File: src/rtl/core/mlpbp_pkg.sv
`timescale 1ns / 1ps

package mlpbp_pkg;

    localparam int VAL_W         = 16;  // Q4.12 data values
    localparam int ACT_W         = 13;  // sigmoid activation, 0..4096
    localparam int DER_W         = 11;  // s(1-s), 0..1024
    localparam int SCL_W         = 21;  // floor(lr * x / 4096)
    localparam int CNT_W         = 7;   // sequencer index, covers up to 127 hidden units
    localparam int FEATURE_COUNT = 9;
    localparam int MAX_INPUTS    = 10;
    localparam int TDATA_IN_W    = 160;
    localparam int TDATA_OUT_W   = 40;
    localparam int POS_W         = 8;

    localparam logic [VAL_W-1:0] RATE_RESET = 16'd4096;
    localparam logic [ACT_W-1:0] ONE_Q12    = 13'd4096;

    typedef enum logic [1:0] {
        CMD_INFER = 2'd0,
        CMD_TRAIN = 2'd1,
        CMD_LOAD  = 2'd2,
        CMD_SPARE = 2'd3
    } cmd_t;

    typedef enum logic [3:0] {
        OP_NOP,
        OP_CLR,
        OP_MAC,
        OP_SIG,
        OP_DER,
        OP_GO,
        OP_GH1,
        OP_GH2,
        OP_UPDV,
        OP_UPDW
    } seq_op_t;

    typedef struct packed {
        seq_op_t          op;
        logic [CNT_W-1:0] idx;
    } seq_ctrl_t;

    typedef enum logic [3:0] {
        ST_IDLE,
        ST_FWD,
        ST_HSIG,
        ST_OMAC,
        ST_OSIG,
        ST_ODER,
        ST_GO,
        ST_GH1,
        ST_GH2,
        ST_UPDV,
        ST_UPDW,
        ST_RESP
    } state_t;

    localparam logic [ACT_W-1:0] SIG_TABLE [0:32] = '{
        13'd1,    13'd2,    13'd4,    13'd6,    13'd10,   13'd17,   13'd27,   13'd45,
        13'd74,   13'd120,  13'd194,  13'd311,  13'd488,  13'd747,  13'd1102, 13'd1546,
        13'd2048,
        13'd2550, 13'd2994, 13'd3349, 13'd3608, 13'd3785, 13'd3902, 13'd3976, 13'd4022,
        13'd4051, 13'd4069, 13'd4079, 13'd4086, 13'd4090, 13'd4092, 13'd4094, 13'd4095
    };

    // table segment from the top five bits of net + 32768, interpolate on the rest
    function automatic logic [ACT_W-1:0] sig_lookup(input logic signed [VAL_W-1:0] net);
        logic [VAL_W-1:0] u;
        logic [5:0]       i;
        logic [5:0]       i1;
        logic [ACT_W-1:0] lo;
        logic [ACT_W-1:0] diff;
        logic [23:0]      prod;
        u    = {~net[VAL_W-1], net[VAL_W-2:0]};
        i    = {1'b0, u[15:11]};
        i1   = i + 6'd1;
        lo   = SIG_TABLE[i];
        diff = SIG_TABLE[i1] - lo;
        prod = {11'd0, diff} * {13'd0, u[10:0]};
        return lo + prod[23:11];
    endfunction

    function automatic logic [DER_W-1:0] deriv(input logic [ACT_W-1:0] s);
        logic [25:0] p;
        p = {13'd0, s} * {13'd0, ONE_Q12 - s};
        return p[22:12];
    endfunction

endpackage

File: src/rtl/core/mlpbp_merge.sv
`timescale 1ns / 1ps

module mlpbp_merge import mlpbp_pkg::*; #(
    parameter int HIDDEN_COUNT = 18,
    parameter int WEIGHT_WIDTH = 16
) (
    input  logic                                   aclk,
    input  seq_ctrl_t                              ctrl,
    input  logic [HIDDEN_COUNT*ACT_W-1:0]          h_all,
    input  logic [HIDDEN_COUNT*WEIGHT_WIDTH-1:0]   v_all,
    input  logic signed [VAL_W-1:0]                target,
    input  logic [VAL_W-1:0]                       lrate,
    input  logic                                   ld_we,
    input  logic signed [WEIGHT_WIDTH-1:0]         ld_data,
    output logic [ACT_W-1:0]                       o_out,
    output logic signed [VAL_W-1:0]                err_out,
    output logic signed [VAL_W-1:0]                go_out
);

    localparam int WW = WEIGHT_WIDTH;
    localparam int JW = $clog2(HIDDEN_COUNT + 1);
    localparam int MW = WW + 21;
    localparam int SW = WW + 22;

    logic signed [WW-1:0]    vb_reg;
    logic signed [MW-1:0]    acc_reg;
    logic [ACT_W-1:0]        o_reg;
    logic [DER_W-1:0]        do_reg;
    logic signed [VAL_W-1:0] err_reg;
    logic signed [VAL_W-1:0] go_reg;

    logic [ACT_W-1:0]        h_ext [HIDDEN_COUNT+1];
    logic signed [WW-1:0]    v_ext [HIDDEN_COUNT+1];
    logic [ACT_W-1:0]        h_sel;
    logic signed [WW-1:0]    v_sel;
    logic signed [WW+13:0]   mac_prod;
    logic signed [VAL_W-1:0] net;
    logic [ACT_W-1:0]        o_next;
    logic signed [17:0]      diff;
    logic signed [VAL_W-1:0] err_next;
    logic signed [27:0]      go_full;
    logic signed [32:0]      bstep_full;
    logic signed [SW-1:0]    b_sum;
    logic signed [WW-1:0]    b_sat;

    always_comb begin
        for (int j = 0; j < HIDDEN_COUNT; j++) begin
            h_ext[j] = h_all[j*ACT_W +: ACT_W];
            v_ext[j] = v_all[j*WW +: WW];
        end
        h_ext[HIDDEN_COUNT] = ONE_Q12;
        v_ext[HIDDEN_COUNT] = vb_reg;
        h_sel    = h_ext[ctrl.idx[JW-1:0]];
        v_sel    = v_ext[ctrl.idx[JW-1:0]];
        mac_prod = $signed({1'b0, h_sel}) * v_sel;

        if (!acc_reg[MW-1] && (|acc_reg[MW-2:27])) begin
            net = 16'sh7FFF;
        end else if (acc_reg[MW-1] && !(&acc_reg[MW-2:27])) begin
            net = -16'sh8000;
        end else begin
            net = acc_reg[27:12];
        end
        o_next = sig_lookup(net);
        diff   = $signed({{2{target[VAL_W-1]}}, target}) - $signed({5'd0, o_next});
        if (!diff[17] && (|diff[16:15])) begin
            err_next = 16'sh7FFF;
        end else if (diff[17] && !(&diff[16:15])) begin
            err_next = -16'sh8000;
        end else begin
            err_next = diff[15:0];
        end

        go_full    = err_reg * $signed({1'b0, do_reg});
        bstep_full = $signed({1'b0, lrate}) * go_reg;
        b_sum      = SW'(vb_reg) + SW'($signed(bstep_full[32:12]));
        if (!b_sum[SW-1] && (|b_sum[SW-2:WW-1])) begin
            b_sat = {1'b0, {(WW-1){1'b1}}};
        end else if (b_sum[SW-1] && !(&b_sum[SW-2:WW-1])) begin
            b_sat = {1'b1, {(WW-1){1'b0}}};
        end else begin
            b_sat = b_sum[WW-1:0];
        end
    end

    always_ff @(posedge aclk) begin
        if (ld_we) begin
            vb_reg <= ld_data;
        end
        case (ctrl.op)
            OP_CLR: acc_reg <= '0;
            OP_MAC: acc_reg <= acc_reg + MW'(mac_prod);
            OP_SIG: begin
                o_reg   <= o_next;
                err_reg <= err_next;
            end
            OP_DER:  do_reg <= deriv(o_reg);
            OP_GO:   go_reg <= go_full[27:12];
            OP_UPDV: vb_reg <= b_sat;
            default: ;
        endcase
    end

    assign o_out   = o_reg;
    assign err_out = err_reg;
    assign go_out  = go_reg;

endmodule

File: config.mk
export PLATFORM = sky130hd
export DESIGN_NAME = mlpbp_merge
export DESIGN_NICKNAME = d
export VERILOG_FILES = /design/src/rtl/core/mlpbp_pkg.sv /design/src/rtl/core/mlpbp_merge.sv
export SDC_FILE = /design/constraint.sdc
export NUM_CORES = 2
export LEC_CHECK = 0
export ABC_AREA = 1
export ABC_CLOCK_PERIOD_IN_PS = 26800
export BUFFER_PORTS_ARGS = -buffer_cell sky130_fd_sc_hd__buf_2
export CAP_MARGIN = 20
export CORE_ASPECT_RATIO = 2
export CORE_MARGIN = 4
export CORE_UTILIZATION = 40
export DETAILED_ROUTE_END_ITERATION = 10
export SYNTH_ARGS = -nofsm -noshare
export SYNTH_HDL_FRONTEND = slang
export SYNTH_SLANG_ARGS = --single-unit
File: constraint.sdc
create_clock -name aclk -period 26.8 [get_ports aclk]
set_clock_uncertainty 0.15 [all_clocks]
set_input_delay 1.34 -clock aclk [delete_from_list [all_inputs] [get_ports aclk]]
set_output_delay 1.34 -clock aclk [all_outputs]
set_load 0.02 [all_outputs]
Word-level counts from Yosys, hierarchy flattened
Memory sizes are Yosys's and may differ from the RTL's.
Cells that the tools add are included.
{"block": "op_classes", "add_sub_neg": 7, "n_mul": 5, "magnitude_cmp": 3, "eq_ne": 6, "n_mux": 18, "bitwise": 4, "n_reduce_logical": 20}
{"op": "$mux 16", "count": 9}
{"op": "$bmux 16 s5", "count": 1}
{"op": "$mux 13", "count": 6}
{"op": "$pmux 37 s2", "count": 1}
{"op": "$bmux 13 s5", "count": 1}
{"op": "$add 37x30->37", "count": 1}
{"op": "$mul 17x16->33", "count": 1}
{"op": "$mul 14x16->30", "count": 1}
{"op": "$mul 16x12->28", "count": 1}
{"op": "$mul 13x11->24", "count": 1}
{"op": "$mul 13x13->23", "count": 1}
{"op": "$add 16x21->22", "count": 1}
{"op": "$reduce_and 22->1", "count": 1}
{"op": "$reduce_or 22->1", "count": 1}
{"op": "$sub 16x14->17", "count": 1}
{"op": "$ge 7x7->1 const B", "count": 2}
{"op": "$add 13x13->13", "count": 1}
{"op": "$sub 13x13->13", "count": 1}
{"op": "$sub 13x13->13 const A", "count": 1}
{"op": "$reduce_and 9->1", "count": 1}
{"op": "$reduce_or 9->1", "count": 1}
{"op": "$eq 4x2->1 const B", "count": 2}
{"op": "$eq 4x3->1 const B", "count": 2}
{"op": "$not 5->7", "count": 1}
{"op": "12 further kinds", "count": 23}
{"block": "word_totals", "register_bits": 109, "rom_bits": 1664, "out_inout_bits": 45, "wordCells": 71, "n_memories": 2}
{"memory": "(no name shown)", "words": 64, "word_bits": 13, "read_ports": 1, "rd_clocked_by_memory_dff": 0, "wr": 0, "line_no": "mlpbp_pkg.sv:79", "text": "diff = SIG_TABLE[i1] - lo;"}
{"memory": "(no name shown)", "words": 64, "word_bits": 13, "read_ports": 1, "rd_clocked_by_memory_dff": 0, "wr": 0, "line_no": "mlpbp_pkg.sv:78", "text": "lo = SIG_TABLE[i];"}

Depth between registers and ports, before layout
{"block": "depth", "depth_word": 19, "mapped_depth": 65, "mapped_depth_nobuf": 65}

Least setup slack after synthesis
OpenSTA, ideal clock, no wires.
{"block": "synth_timing", "path_type": "register to register", "start": "reg acc_reg[34]", "end": "reg err_reg[13], in the netlist err_out[13], data pin", "t_arrival_ns": 10.538, "t_required_ns": 26.395, "slack_ns": 15.858, "stages_incl_launch_ff": 58, "path_buffers": 1, "path_cell_list": "edfxtp_1 > nor3_1 > nand4_1 > nand2_2 > nand2_1 > nand2_1 > inv_1 > ha_1 > ha_1 > inv_1 > clkbuf_1 > o211ai_1 > nand3_1 > nand2_1 > ha_1 > fa_1 > o21ai_0 > a21oi_1 > [... 22 more ...] > nand2_1 > inv_1 > a21oi_1 > nand3_1 > nand2_1 > nand2_1 > a21oi_1 > xor2_1 > xor2_1 > inv_1 > ha_1 > nor3_1 > nand2_1 > inv_1 > nand3_1 > nand2_2 > nand2_4 > and2_1"}
{"block": "synth_via", "elab_chain_cells": 19, "elab_cells_between_ends": 28, "classes_between": "add/sub: 4; mul: 1; mux: 7; bitwise: 3; reduce/logical: 11; memory: 2"}
{"item": "start, declared", "line_no": "mlpbp_merge.sv:26", "text": "logic signed [MW-1:0] acc_reg;"}
{"item": "start signal, assigned", "line_no": "mlpbp_merge.sv:92", "text": "OP_MAC: acc_reg <= acc_reg + MW'(mac_prod);"}
{"item": "$reduce_and 9->1", "line_no": "mlpbp_merge.sv:59", "text": "end else if (acc_reg[MW-1] && !(&acc_reg[MW-2:27])) begin"}
{"item": "$logic_not 1->1", "line_no": "mlpbp_merge.sv:59"}
{"item": "$logic_and 1x1->1", "line_no": "mlpbp_merge.sv:59"}
{"item": "$mux 16", "line_no": "mlpbp_merge.sv:59"}
{"item": "$mux 16 (*)", "line_no": "mlpbp_merge.sv:57", "text": "if (!acc_reg[MW-1] && (|acc_reg[MW-2:27])) begin"}
{"item": "$not 1->1", "line_no": "mlpbp_pkg.sv:75", "text": "u = {~net[VAL_W-1], net[VAL_W-2:0]};"}
{"item": "$add 5x1->6", "line_no": "mlpbp_pkg.sv:77", "text": "i1 = i + 6'd1;"}
{"item": "$not 6->7 (not written as such)", "line_no": "mlpbp_pkg.sv:79"}
{"item": "[... 4 more ...]"}
{"item": "$mul 13x11->24", "line_no": "mlpbp_pkg.sv:80", "text": "prod = {11'd0, diff} * {13'd0, u[10:0]};"}
{"item": "$add 13x13->13 (*)", "line_no": "mlpbp_pkg.sv:81", "text": "return lo + prod[23:11];"}
{"item": "via o_next[12]", "line_no": "mlpbp_merge.sv:38", "text": "logic [ACT_W-1:0] o_next;"}
{"item": "$sub 16x14->17 (*)", "line_no": "mlpbp_merge.sv:65", "text": "diff = $signed({{2{target[VAL_W-1]}}, target}) - $signed({5'd0, o_next});"}
{"item": "$reduce_and 2->1", "line_no": "mlpbp_merge.sv:68", "text": "end else if (diff[17] && !(&diff[16:15])) begin"}
{"item": "$logic_not 1->1", "line_no": "mlpbp_merge.sv:68"}
{"item": "$logic_and 1x1->1", "line_no": "mlpbp_merge.sv:68"}
{"item": "$mux 16", "line_no": "mlpbp_merge.sv:68"}
{"item": "end signal, assigned", "line_no": "mlpbp_merge.sv:95", "text": "err_reg <= err_next;"}
{"item": "end, declared", "line_no": "mlpbp_merge.sv:29", "text": "logic signed [VAL_W-1:0] err_reg;"}
The timed path passes the listed nets; every way through them passes the cells marked *. The select of a mux whose other input is x is not followed.
A chain may end at the register's enable or synchronous reset.

Worst setup path after layout
{"block": "layout_timing", "start": "reg acc_reg[36]", "end": "reg err_reg[13], in the netlist err_out[13], data pin"}
{"block": "layout_via", "elab_chain_cells": 17, "elab_cells_between_ends": 26, "classes_between": "add/sub: 4; mul: 1; mux: 7; bitwise: 3; reduce/logical: 9; memory: 2"}
{"item": "$logic_and 1x1->1 or $logic_not 1->1 (tied branches)", "line_no": "mlpbp_merge.sv:59, mlpbp_merge.sv:57"}
{"item": "$mux 16 or $logic_and 1x1->1 (tied branches)", "line_no": "mlpbp_merge.sv:59, mlpbp_merge.sv:57"}
{"item": "$mux 16 (*)", "line_no": "mlpbp_merge.sv:57"}
{"item": "$not 1->1", "line_no": "mlpbp_pkg.sv:75"}
{"item": "$add 5x1->6", "line_no": "mlpbp_pkg.sv:77"}
{"item": "$not 6->7 (not written as such)", "line_no": "mlpbp_pkg.sv:79"}
{"item": "$mem_v2 64x13"}
{"item": "$mux 13 (not written as such) (2 in a row)", "line_no": "mlpbp_pkg.sv:79"}
{"item": "$sub 13x13->13", "line_no": "mlpbp_pkg.sv:79"}
{"item": "$mul 13x11->24", "line_no": "mlpbp_pkg.sv:80"}
{"item": "$add 13x13->13 (*)", "line_no": "mlpbp_pkg.sv:81"}
{"item": "via o_next[7]", "line_no": "mlpbp_merge.sv:38"}
{"item": "$sub 16x14->17 (*)", "line_no": "mlpbp_merge.sv:65"}
{"item": "$reduce_and 2->1", "line_no": "mlpbp_merge.sv:68"}
{"item": "$logic_not 1->1", "line_no": "mlpbp_merge.sv:68"}
{"item": "$logic_and 1x1->1", "line_no": "mlpbp_merge.sv:68"}
{"item": "$mux 16", "line_no": "mlpbp_merge.sv:68"}
Marks and branches as above.

==> results_dict.tcl <==
set metrics [dict create \
    yosysUniqueCellTypes 60 \
    area_growth_pct 9.69 \
    synth-seq-cells 109 \
    viasPerCell 5.30 \
    cp_slowest_cell "fa_1" \
    tns_ns 0 \
    layout.area.seq_um2 3270 \
    wl_per_cell_um 21.8 \
    cp.required_ns 26.85 \
    grt_pass1_wl_mm 283 \
    ctsHoldBuffers 0 \
    avgSynthCellArea_um2 7.43 \
    totalWireLength_mm 187 \
    crit_path_start_kind "register" \
    synth-async-reset-ratio_pct 0 \
    cts-root-buf "clkbuf_16" \
    htree_levels 3 \
    drv_slew 0 \
    hpwlAfterDp_mm 162 \
    std_cell_rows 181 \
    overflow 0 \
    rsz0062_at_grt "no" \
    grt_pass1_vias 48700 \
    initial_utilization_pct 40.3 \
    min_period_ns 14.63 \
    synthCells 6593 \
    cts_tree "done" \
    gp_congestion 1.04 \
    port_buffers 625 \
    holdWs_ns 0.537 \
    die_h_um 503 \
    end_kind "register" \
    cts_resized 0 \
    clkTransAtPathRegs_ns 0.10 \
    busiest_layer "met2" \
    drive_above_1_share_pct 11.6 \
    fmax_mhz 68.4 \
    met1_usage_pct 32.7 \
    synth_top_flop_cell "edfxtp_1" \
    insertion_delay_ns 0.43 \
    drt_iter0_markers 3061 \
    groute.layer.met2.usage_pct 54.1 \
    firstDrtPassIters 6 \
    route.detailed.drc 0 \
    worst_slew_pin_slew_ns 1.37 \
    vias 45600 \
    relSlewSlack_pct 7.49 \
    fin_crit_sh_pct 54.6 \
    cts_sinks 109 \
    cp.arrival_ns 14.68 \
    num-fill-cells 12700 \
    maxCapViolCount 0 \
    grt_use_met3_pct 4.75 \
    clk_path_buf_depth 2 \
    worstHoldPathType "reg2reg" \
    max_stage_delay_ns 0.52 \
    die_x_um 255 \
    track_usage_pct 29.0 \
    ant_nets 0 \
    yosys_warnings 0 \
    setup_violations 0 \
    nNetsFinal 8915 \
    worstSetupPathType "reg2reg" \
    status "finished clean" \
    path_max_fanout 14 \
    largest_reg_flops 37 \
    crit_top_cell "nand2_1" \
    cts_setup_buffers 0 \
    multi_input_area_um2 38700 \
    grt_max_degree 110 \
    core-area_um2 122000 \
    design.die.area_um2 128000 \
    synth_area_um2 49000 \
    grt_antenna_before_repair 15 \
    synth_edf_count 109 \
    yosysSeqAreaShare_pct 6.68 \
    timing_hold_violations_final 0 \
    cts_buffers 9 \
    ios 628 \
    synthesis.nets 8484 \
]
metrics by stage:
step | instances | utilization [%] | cell area, um2 | worst slack (ns)
global placement | 8562 | 43.8 | 53300 | 12.58
finish | 8593 | 44.2 | 53700 | 12.17
global route | 8588 | 44.2 | 53700 | 11.60
CTS | 8579 | 44.1 | 53600 | 12.43
floorplan | 6593 | - | 49000 | 15.86
detailed placement | 8563 | 43.8 | 53300 | 12.50
cell type report:
class / count / area share, %
clock inverters: 7 / 0.165
flip-flops and latches: 109 / 6.09
well taps: 1555 / 3.62
repair buffers: 679 / 6.67
clock buffers: 9 / 0.419
inverters: 1569 / 11.0
diodes: 9 / 0.0419
multi-input cells: 4656 / 72.0
synthesized netlist by cell type (all sizes together), types with 75 or more instances:
| library cell | number | area share (%) |
|---|---|---|
| o21ai | 395 | 4.2 |
| nand3 | 143 | 1.5 |
| xor2 | 80 | 1.4 |
| clkbuf | 173 | 1.3 |
| nand2 | 1431 | 11 |
| o22ai | 75 | 0.96 |
| inv | 1562 | 12 |
| fa | 854 | 35 |
| a21oi | 270 | 2.9 |
| nor2 | 613 | 4.7 |
| buf | 86 | 1.2 |
| edfxtp | 109 | 6.7 |
| ha | 454 | 12 |
placed cells by master, fill, tap and decap left out, types with 15 or more instances in the layout:
cell      netlist  layout
ha_1          454     454
fa_1          854     854
o22ai_1        75      75
nand3_1       138     138
nand4_1        35      35
o21a_1         17      17
xor2_1         79      79
inv_1        1554    1553
buf_4          33      51
nor3_1         37      33
nand2_2        16      16
o21bai_1       15      15
o221ai_1       47      47
or2_2          23      23
o21ai_0       370     370
o21ai_2        16      16
edfxtp_1      109     109
buf_2          36     624
nor2_1        607     605
o211ai_1       28      28
a21oi_1       257     257
nand2_1      1410    1410
xnor2_1        49      49
critical path: cells and delay by family (launching register included):
kind            cells  cell delay (ns)
fa+ha+maj          12             5.09
buf+inv             9             1.84
compound gates     10             2.41
xor+xnor            2             0.67
flops               1             0.40
simple gates       23             3.83
final timing paths:
kind / startpoint / to / slack (ns) / cells past startpoint
worst max-delay path: acc_reg[36]$_SDFFCE_PN0P_ / err_out[13]$_SDFFCE_PP1N_ / 12.17 / 56
worst min-delay path: acc_reg[0]$_SDFFCE_PN0P_ / acc_reg[0]$_SDFFCE_PN0P_ / 0.54 / 3
worst max register to register: acc_reg[36]$_SDFFCE_PN0P_ / err_out[13]$_SDFFCE_PP1N_ / 12.17 / 56
worst min register to register: acc_reg[0]$_SDFFCE_PN0P_ / acc_reg[0]$_SDFFCE_PN0P_ / 0.54 / 3
routing by layer:
| metal | routed length, um | vias to the layer above |
|---|---|---|
| li1 | - | 20900 |
| met1 | 69700 | 22700 |
| met2 | 97000 | 1611 |
| met3 | 11800 | 387 |
| met4 | 8930 | 0 |
| met5 | 0 | - |
cell families after synthesis:
kind of cell | after synthesis | synth area share [%]
flops | 109 | 6.68
fa+ha+maj | 1308 | 46.5
simple gates | 2301 | 18.8
mux | 12 | 0.245
xor+xnor | 129 | 2.32
buf+inv | 1828 | 14.5
compound gates | 906 | 10.9
Power is left out: the tool's default activity adds up to more than one toggle a clock period on the data nets, which glitch-free logic cannot reach.
